[src/rtl/core/bfdr_pkg.sv]
// ----------------------------------------------------------------------------
// bfdr_pkg
// Shared types and constants of the binary frame deframer with resync.
// ----------------------------------------------------------------------------
package bfdr_pkg;

  // default ring size in bytes
  localparam int unsigned RingBytes   = 4096;
  // largest payload that a frame may carry
  localparam int unsigned MaxPayload  = 1022;
  // depth of the command queue between front and back
  localparam int unsigned QueueDepth  = 2;

  localparam int unsigned ByteW   = 8;
  localparam int unsigned LenW    = 10;
  localparam int unsigned WordW   = 16;
  localparam int unsigned OffW    = 11;
  localparam int unsigned ReqW    = 2;
  localparam int unsigned StatusW = 2;

  localparam logic [LenW-1:0] LimitReset = 10'd1023;

  // frame marks
  localparam logic [ByteW-1:0] Sync0 = 8'hA0;
  localparam logic [ByteW-1:0] Sync1 = 8'hA2;
  localparam logic [ByteW-1:0] End0  = 8'hB0;
  localparam logic [ByteW-1:0] End1  = 8'hB3;

  // request codes
  localparam logic [ReqW-1:0] ReqPush = 2'd0;
  localparam logic [ReqW-1:0] ReqFind = 2'd1;
  localparam logic [ReqW-1:0] ReqRead = 2'd2;

  // status codes
  localparam logic [StatusW-1:0] StDone  = 2'd0;
  localparam logic [StatusW-1:0] StFound = 2'd1;
  localparam logic [StatusW-1:0] StNone  = 2'd2;
  localparam logic [StatusW-1:0] StFull  = 2'd3;

  typedef enum logic [1:0] {
    OP_PUSH,
    OP_FIND,
    OP_READ,
    OP_NOP
  } op_e;

  typedef struct packed {
    op_e             op;
    logic [ByteW-1:0] data_byte;
    logic [LenW-1:0]  read_index;
  } cmd_t;

  typedef struct packed {
    logic               valid;
    logic [StatusW-1:0] status;
    logic [ByteW-1:0]   payload_data;
    logic [LenW-1:0]    frame_length;
    logic [WordW-1:0]   frame_checksum;
    logic [WordW-1:0]   skipped_count;
  } res_t;

endpackage

[src/rtl/core/bfdr_front.sv]
// ----------------------------------------------------------------------------
// bfdr_front
// Accepts requests, decodes them into commands and queues them for the back
// end; also holds the length limit register.
// ----------------------------------------------------------------------------
module bfdr_front (
  input  logic                          clk_i,
  input  logic                          rst_ni,
  input  logic                          start_i,
  output logic                          busy_o,
  input  logic [bfdr_pkg::ReqW-1:0]     req_type_i,
  input  logic [bfdr_pkg::ByteW-1:0]    data_byte_i,
  input  logic [bfdr_pkg::LenW-1:0]     read_index_i,
  input  logic                          cfg_we_i,
  input  logic [bfdr_pkg::LenW-1:0]     cfg_wdata_i,
  output logic [bfdr_pkg::LenW-1:0]     length_limit_o,
  output logic                          cmd_valid_o,
  output bfdr_pkg::cmd_t                cmd_o,
  input  logic                          cmd_pop_i
);

  localparam int unsigned QAW = (bfdr_pkg::QueueDepth > 1) ? $clog2(bfdr_pkg::QueueDepth) : 1;
  localparam int unsigned QCW = $clog2(bfdr_pkg::QueueDepth + 1);

  bfdr_pkg::cmd_t  queue_q [bfdr_pkg::QueueDepth];
  logic [QAW-1:0]  wr_ptr_q, wr_ptr_d;
  logic [QAW-1:0]  rd_ptr_q, rd_ptr_d;
  logic [QCW-1:0]  count_q, count_d;
  logic [bfdr_pkg::LenW-1:0] limit_q;
  logic            push;
  bfdr_pkg::cmd_t  cmd_new;

  assign busy_o      = (count_q == QCW'(bfdr_pkg::QueueDepth));
  assign push        = start_i && !busy_o;
  assign cmd_valid_o = (count_q != '0);
  assign cmd_o       = queue_q[rd_ptr_q];
  assign length_limit_o = limit_q;

  // classify the request
  always_comb begin
    cmd_new.data_byte  = data_byte_i;
    cmd_new.read_index = read_index_i;
    unique case (req_type_i)
      bfdr_pkg::ReqPush: cmd_new.op = bfdr_pkg::OP_PUSH;
      bfdr_pkg::ReqFind: cmd_new.op = bfdr_pkg::OP_FIND;
      bfdr_pkg::ReqRead: cmd_new.op = bfdr_pkg::OP_READ;
      default:           cmd_new.op = bfdr_pkg::OP_NOP;
    endcase
  end

  always_comb begin
    wr_ptr_d = wr_ptr_q;
    rd_ptr_d = rd_ptr_q;
    count_d  = count_q;
    if (push) begin
      wr_ptr_d = (wr_ptr_q == QAW'(bfdr_pkg::QueueDepth - 1)) ? '0 : wr_ptr_q + 1'b1;
    end
    if (cmd_pop_i) begin
      rd_ptr_d = (rd_ptr_q == QAW'(bfdr_pkg::QueueDepth - 1)) ? '0 : rd_ptr_q + 1'b1;
    end
    if (push && !cmd_pop_i) begin
      count_d = count_q + 1'b1;
    end else if (!push && cmd_pop_i) begin
      count_d = count_q - 1'b1;
    end
  end

  always_ff @(posedge clk_i or negedge rst_ni) begin
    if (!rst_ni) begin
      wr_ptr_q <= '0;
      rd_ptr_q <= '0;
      count_q  <= '0;
      limit_q  <= bfdr_pkg::LimitReset;
    end else begin
      wr_ptr_q <= wr_ptr_d;
      rd_ptr_q <= rd_ptr_d;
      count_q  <= count_d;
      if (cfg_we_i) begin
        limit_q <= cfg_wdata_i;
      end
    end
  end

  always_ff @(posedge clk_i) begin
    if (push) begin
      queue_q[wr_ptr_q] <= cmd_new;
    end
  end

endmodule

[config.mk]
export PLATFORM = sky130hd
export DESIGN_NAME = bfdr_front
export DESIGN_NICKNAME = d
export VERILOG_FILES = /design/src/rtl/core/bfdr_pkg.sv /design/src/rtl/core/bfdr_front.sv
export SDC_FILE = /design/constraint.sdc
export NUM_CORES = 1
export LEC_CHECK = 0
export ABC_CLOCK_PERIOD_IN_PS = 4200
export BUFFER_PORTS_ARGS = -buffer_cell sky130_fd_sc_hd__buf_2
export CORE_MARGIN = 2
export CORE_UTILIZATION = 35
export CTS_BUF_LIST = sky130_fd_sc_hd__clkbuf_4 sky130_fd_sc_hd__clkbuf_8
export DETAILED_ROUTE_END_ITERATION = 12
export GPL_ROUTABILITY_DRIVEN = 0
export GPL_TIMING_DRIVEN = 0
export PLACE_DENSITY_LB_ADDON = 0.08
export SYNTH_ARGS = -nofsm -noshare
export SYNTH_HDL_FRONTEND = slang
export SYNTH_SLANG_ARGS = --single-unit
[constraint.sdc]
create_clock -name clk_i -period 4.2 [get_ports clk_i]
set_input_delay 0 -clock clk_i [delete_from_list [all_inputs] [get_ports clk_i]]
set_output_delay 0 -clock clk_i [all_outputs]
set_load 0.03 [all_outputs]
==> impl_metrics.env, run 1 <==
export IMPL_drt_wl_total_um=3820
export IMPL_synth_avg_cell_area_um2=20.4
export IMPL_worstPathMaxFanout=20
export IMPL_power_frac_comb_pct=40.1
export IMPL_yosysWarnings=0
export IMPL_post_dp_hpwl_um=2450
export IMPL_die_w_um=81.9
export IMPL_worst_slew_pin_slew_ps=1010
export IMPL_io_pins=67
export IMPL_rsz0062_at_grt="no"
export IMPL_die_h_um=81.9
export IMPL_grt_use_total_pct=11.7
export IMPL_rrSetupSlack_ps=2400
export IMPL_clockRootBuffer="clkbuf_8"
export IMPL_seq_area_mm2=0.00156
export IMPL_cellPowerDensity_mw_per_mm2=616
export IMPL_critPathKind="reg2reg"
export IMPL_worstPathRequired_ps=4120
export IMPL_viasPerCell=4.32
export IMPL_fmax_ghz=0.557
export IMPL_ant_nets=0
export IMPL_cts_made_buffers=5
export IMPL_num_antenna_cells=0
export IMPL_timing_hold_ws_ps=12.6
export IMPL_start_kind="flip-flop"
export IMPL_portBuffers=63
export IMPL_ys_seq_elements=54
export IMPL_cts_tree="built"
export IMPL_clk_pin_slew_ps=90
export IMPL_final_nets=244
export IMPL_area_growth_pct=40.8
export IMPL_grt_overflow=0
export IMPL_worst_ir_drop_vdd_v=0.000377
export IMPL_syn_nets=140
export IMPL_drive_above_1_share_pct=56.9
export IMPL_drt_pass1_iterations=3
export IMPL_final_setup_tns_ps=0
export IMPL_arrival_ps=1720
export IMPL_hold_viol=0
export IMPL_drv_cap=0
export IMPL_vias=1227
export IMPL_pwr_share_clk_pct=18.3
export IMPL_nFillCells=503
export IMPL_netlist_top_cells_area="edfxtp_1, mux2_4, dfstp_2, mux2_2, dfrtp_1"
export IMPL_period_share_pct=42.8
export IMPL_p_int_w=0.00121
export IMPL_setup_violations=0
export IMPL_synthCells=104
export IMPL_yosys_area_top_type="edfxtp_1"
export IMPL_min_path_type="in2reg"
export IMPL_switching_share_pct=34.4
export IMPL_clock_skew_ps=5.21
export IMPL_htreeDepth=2
export IMPL_routedWlPerCell_um=13.5
export IMPL_initial_core_util_pct=36.1
export IMPL_grt_pass1_vias=1269
export IMPL_slew_violations=0
export IMPL_p_switching_w=0.000633
export IMPL_max_slew_margin_pct=32.5
export IMPL_multi_input_area_um2=508
export IMPL_seq_power_share_pct=41.5
export IMPL_post_cts_buffers=0
export IMPL_grt_max_degree=21
export IMPL_leakage_nw=1.26
export IMPL_clk_path_buf_depth=2
export IMPL_period_needed_ps=1800
export IMPL_status="complete, no violations"
export IMPL_grt_pass1_wl_um=5760
export IMPL_fp_dieArea_mm2=0.00670
export IMPL_yosysSeqAreaShare_pct=73.7
export IMPL_synth_area_mm2=0.00212
export IMPL_antenna_found_initial=0
export IMPL_synth_cell_types=16
export IMPL_drt_iter0_drc=53
export IMPL_core_mm2=0.00589
export IMPL_clock_sinks=54
export IMPL_fp_row_count=28
export IMPL_synth_top_area_share_pct=56.6
export IMPL_endpoint_kind="flip-flop"
export IMPL_clkLatencyLatePin_ps=300
export IMPL_drcViolationCount=0
## synth_stat cells, drive strengths merged
library cell,n
xnor2,2
or2,1
and3,1
nand2,1
edfxtp,40
dfrtp,4
nor2,2
inv,3
mux2,30
dfstp,10
xor2,3
clkbuf,2
nand2b,1
ha,1
buf,3
## layout by cell type (no fill, tap or decap), drive strengths merged
cell,instances
and3,1
buf,67
bufinv,1
clkbuf,7
clkinv,2
dfrtp,4
dfstp,10
dlygate4sd3,33
edfxtp,40
ha,1
inv,3
mux2,30
nand2,1
nand2b,1
nor2,2
or2,1
xnor2,2
xor2,3
## area by class of cell
| type | instances | share of cell area [%] |
|---|---|---|
| Timing Repair Buffer | 97 | 22.1 |
| Tap cell | 75 | 3.14 |
| Multi-Input combinational cell | 42 | 17.0 |
| Clock buffer | 5 | 2.30 |
| Clock inverter | 3 | 1.34 |
| Sequential cell | 54 | 52.3 |
| Inverter | 3 | 0.377 |
| Buffer | 5 | 1.38 |
## what timing repair did
item                                   CTS  global route
hold buffers                            33             0
gates resized for setup                  0             0
endpoints found under the hold margin   66             0
## final timing paths
kind | startpoint | to | cells after the start
min in group asynchronous | rst_ni | count_q[1]$_DFFE_PN0P_ | 2
min reg2reg | wr_ptr_q$_DFFE_PN0N_ | wr_ptr_q$_DFFE_PN0N_ | 1
max in group asynchronous | rst_ni | length_limit_o[4]$_DFFE_PN1P_ | 2
min | cfg_we_i | length_limit_o[1]$_DFFE_PN1P_ | 2
max reg2reg | count_q[0]$_DFFE_PN0P_ | queue_q[1][0]$_DFFE_PP_ | 2
max | count_q[0]$_DFFE_PN0P_ | queue_q[1][0]$_DFFE_PP_ | 2
## layer usage
layer	part of all wire [%]	routed length [um]	vias to the layer above	GRT usage (%)
met2	53	2020	44	20.7
li1	-	-	586	-
met4	1.5	57	0	4.50
met1	39	1500	589	13.0
met3	6.4	246	8	3.85
met5	0	0	-	0
## kinds of logic (layout without fill, tap and decap cells)
family | after synthesis | after routing | synth area share (%)
xor gates and xnor gates | 5 | 5 | 2.06
DFF | 54 | 54 | 73.7
buffers and inverters | 8 | 113 | 2.48
muxes | 30 | 30 | 19.3
and+or+nand+nor | 6 | 6 | 1.89
adders and majority gates | 1 | 1 | 0.590
## power groups by stage
stage          combinational, W  sequential (W)  clock (W)
2_1_floorplan          0.000530        0.000787          0
3_3_place_gp           0.000705        0.000771          0
3_5_place_dp           0.000727        0.000776          0
4_1_cts                0.000752        0.000765   0.000349
5_1_grt                0.000788        0.000776   0.000373
6_report               0.000738        0.000764   0.000337
## metrics by stage
stage	instances	power, W	util, %	instance area (um2)	setup slack, ps
2_1_floorplan	104	0.00132	-	2120	2340
3_3_place_gp	242	0.00148	43.0	2530	1810
3_5_place_dp	243	0.00150	43.3	2550	2360
4_1_cts	284	0.00187	50.8	2990	2350
5_1_grt	284	0.00194	50.8	2990	2310
6_report	284	0.00184	50.8	2990	2400
## sequential cells by signal, summed over array words and instances, names as in the netlist
name and cells:
wr_ptr_q 1, queue_q 40, length_limit_o 10, count_q 2
rd_ptr_q 1
## critical path, stage by stage (launching register included)
cell and delay (ps):
dfrtp_1 420, nand2b_4 160, and3_1 830
Note: power is estimated with default switching activity, not from simulation.
==> run 2: changes to the inputs <==
--- a/config.mk
+++ b/config.mk
@@ -5,7 +5,8 @@
 export SDC_FILE = /design/constraint.sdc
 export NUM_CORES = 1
 export LEC_CHECK = 0
-export ABC_CLOCK_PERIOD_IN_PS = 4200
+export ABC_AREA = 1
+export ABC_CLOCK_PERIOD_IN_PS = 1500
 export BUFFER_PORTS_ARGS = -buffer_cell sky130_fd_sc_hd__buf_2
 export CORE_MARGIN = 2
 export CORE_UTILIZATION = 35
==> constraint.sdc (replaced) <==
create_clock -name clk_i -period 1.5 [get_ports clk_i]
set_input_delay 0 -clock clk_i [delete_from_list [all_inputs] [get_ports clk_i]]
set_output_delay 0 -clock clk_i [all_outputs]
set_load 0.03 [all_outputs]
==> run 2 against run 1 <==
  * Critical path depth rose by 1
  * Synthesized cell count rose by 9.6%
  * Clock-buffer cell count rose by 2
  * Worst hold slack improved by 1.1 ps
  * Flip-flop and latch count did not move
  * Utilization rose by 0.93 points
  * Die area rose by 0.67%
  * Clock power rose to 2.8 times the previous value
  * Setup slack got worse by 2300 ps
  * Final cell count rose by 4.9%
  * Critical endpoint is now cmd_o[19]
  * Largest cell class unchanged
==> impl_metrics.env, run 2 <==
export IMPL_status="complete, no violations"
export IMPL_rsz0062_at_grt="no"
export IMPL_synth_area_mm2=0.00214
export IMPL_netlist_top_cells_area="edfxtp_1, mux2_4, dfstp_2, mux2_2, dfrtp_1"
export IMPL_grt_use_total_pct=13.0
export IMPL_clk_pin_slew_ps=90
export IMPL_cts_tree="built"
export IMPL_critPathKind="reg2out"
export IMPL_ys_seq_elements=54
export IMPL_portBuffers=63
export IMPL_critPathSlowestCell="dfrtp_1"
export IMPL_synth_top_flop_cell="edfxtp_1"
export IMPL_setup_violations=0
export IMPL_clockRootBuffer="clkbuf_8"
export IMPL_synth_async_sr_flop_share_pct=25.9
export IMPL_synth_top_area_share_pct=56.2
export IMPL_multi_input_area_um2=528
export IMPL_hold_viol=0
export IMPL_yosysMostFrequentCell="edfxtp_1"
export IMPL_clkLatencyLatePin_ps=300
export IMPL_period_share_pct=93.0
export IMPL_synth_avg_cell_area_um2=18.7
export IMPL_worst_ir_drop_vdd_v=0.000966
export IMPL_drt_pass1_iterations=2
export IMPL_htreeDepth=2
export IMPL_yosys_area_top_type="edfxtp_1"
export IMPL_routedWlPerCell_um=13.4
export IMPL_endpoint_kind="output port"
export IMPL_grt_max_degree=16
export IMPL_core_mm2=0.00592
export IMPL_cellPowerDensity_mw_per_mm2=1720
export IMPL_synth_edf_count=40
export IMPL_die_h_um=82.1
export IMPL_vias=1298
export IMPL_synth_cell_types=17
export IMPL_grt_pass1_vias=1397
export IMPL_seq_area_mm2=0.00156
export IMPL_yosysSeqAreaShare_pct=73.2
export IMPL_cts_made_buffers=5
export IMPL_worst_slew_pin_slew_ps=518
export IMPL_grt_pass1_wl_um=6360
export IMPL_min_delay_start="cfg_we_i"
export IMPL_nFillCells=519
export IMPL_synthCells=114
export IMPL_drt_iter0_drc=47
export IMPL_largest_reg_flops=40
export IMPL_synthTopCellsByCount="edfxtp_1, mux2_4, mux2_2"
export IMPL_period_needed_ps=1390
export IMPL_num_antenna_cells=0
export IMPL_worstSetupStartpoint="rd_ptr_q$_DFFE_PN0P_"
export IMPL_clock_skew_ps=4.44
export IMPL_crit_path_cell_trace="buf_6, mux2_4, buf_2"
export IMPL_initial_core_util_pct=36.1
export IMPL_leakage_nw=1.29
export IMPL_viasPerCell=4.36
export IMPL_fp_dieArea_mm2=0.00675
export IMPL_slew_violations=0
export IMPL_drt_wl_total_um=3990
export IMPL_final_setup_tns_ps=0
export IMPL_grt_overflow=0
export IMPL_die_w_um=82.1
export IMPL_io_pins=67
export IMPL_yosysWarnings=0
export IMPL_fp_row_count=28
export IMPL_start_kind="flip-flop"
export IMPL_area_growth_pct=43.2
export IMPL_largest_register="queue_q"
export IMPL_antenna_found_initial=0
export IMPL_fmax_ghz=0.717
export IMPL_drive_above_1_share_pct=56.5
export IMPL_most_common_layout_cells="buf_2, edfxtp_1, dlygate4sd3_1"
export IMPL_ant_nets=0
export IMPL_max_slew_margin_pct=65.2
export IMPL_reg2reg_from="count_q[0]$_DFFE_PN0P_"
export IMPL_post_dp_hpwl_um=2560
export IMPL_min_path_type="in2reg"
export IMPL_fin_util_pct=51.7
export IMPL_drcViolationCount=0
export IMPL_worstPathMaxFanout=10
export IMPL_clock_sinks=54
export IMPL_slowest_delay_ps=400
export IMPL_drv_cap=0
export IMPL_arrival_ps=1390
export IMPL_clk_path_buf_depth=2
export IMPL_worstPathRequired_ps=1500
export IMPL_syn_nets=150
export IMPL_layout_commonest_cell="buf_2"
export IMPL_final_nets=258
==> run 2: stage by stage <==
| step | hold WS [ps] | area (um2) | setup slack [ps] | total power (W) | cells |
|---|---|---|---|---|---|
| detailed placement | -94.8 | 2560 | -151 | 0.00419 | 252 |
| global route | 5.95 | 3060 | 30.9 | 0.00559 | 298 |
| global placement | -98.8 | 2560 | -107 | 0.00413 | 252 |
| floorplan | -296 | 2150 | 26.0 | 0.00369 | 114 |
| CTS | 6.01 | 3040 | 3.06 | 0.00530 | 297 |
| finish | 13.7 | 3060 | 105 | 0.00527 | 298 |
==> run 2: power by group <==
part / switching, W / internal, W
sequential: 0.000126 / 0.00200
combinational: 0.00128 / 0.000911
clock: 0.000423 / 0.000536
==> run 2: layout make-up <==
class,count,share of cell area [%]
Timing Repair Buffer,99,22.2
Clock inverter,1,0.981
Buffer,5,1.35
Timing Repair inverter,1,0.245
Tap cell,75,3.07
Clock buffer,7,2.74
Multi-Input combinational cell,48,17.3
Sequential cell,54,51.1
Inverter,8,1.10
==> run 2: cells by family (layout without fill, tap and decap cells) <==
group	after synthesis	in the layout	synth area share [%]
xor+xnor	2	2	0.820
simple gates	13	14	2.69
flops	54	54	73.2
fa+ha+maj	1	1	0.585
buf+inv	13	121	3.34
mux	30	30	19.1
compound gates	1	1	0.234
==> run 2: path summary, 6_finish.rpt <==
path,slack [ps],depth (start not counted),to
min in group asynchronous,120,2,count_q[0]$_DFFE_PN0P_
worst max register to register,130,3,queue_q[1][9]$_DFFE_PP_
worst max-delay path,110,3,cmd_o[19]
max in group asynchronous,1100,2,length_limit_o[0]$_DFFE_PN1P_
worst min-delay path,10,2,length_limit_o[1]$_DFFE_PN1P_
worst min register to register,500,2,wr_ptr_q$_DFFE_PN0N_
==> run 2: timing repair <==
item                                   CTS  global route
buffers inserted                         3             1
endpoints found under the hold margin   65             0
resized for setup                        4             1
gates cloned                             2             0
hold buffers                            32             0
setup endpoints to repair               40            21
pin swaps                                1             1
==> run 2: routing by layer <==
layer | track usage (%) | up-vias | share of wire [%]
met4 | 4.00 | 0 | 1.2
li1 | - | 621 | -
met2 | 24.4 | 42 | 54
met1 | 14.2 | 630 | 40
met3 | 3.70 | 5 | 5.2
met5 | 0 | - | 0
==> run 2: worst max-delay path, delay by kind of cell (launching register included) <==
family	cells	cell delay, ps
muxes	1	320
buffers and inverters	2	380
DFF	1	400
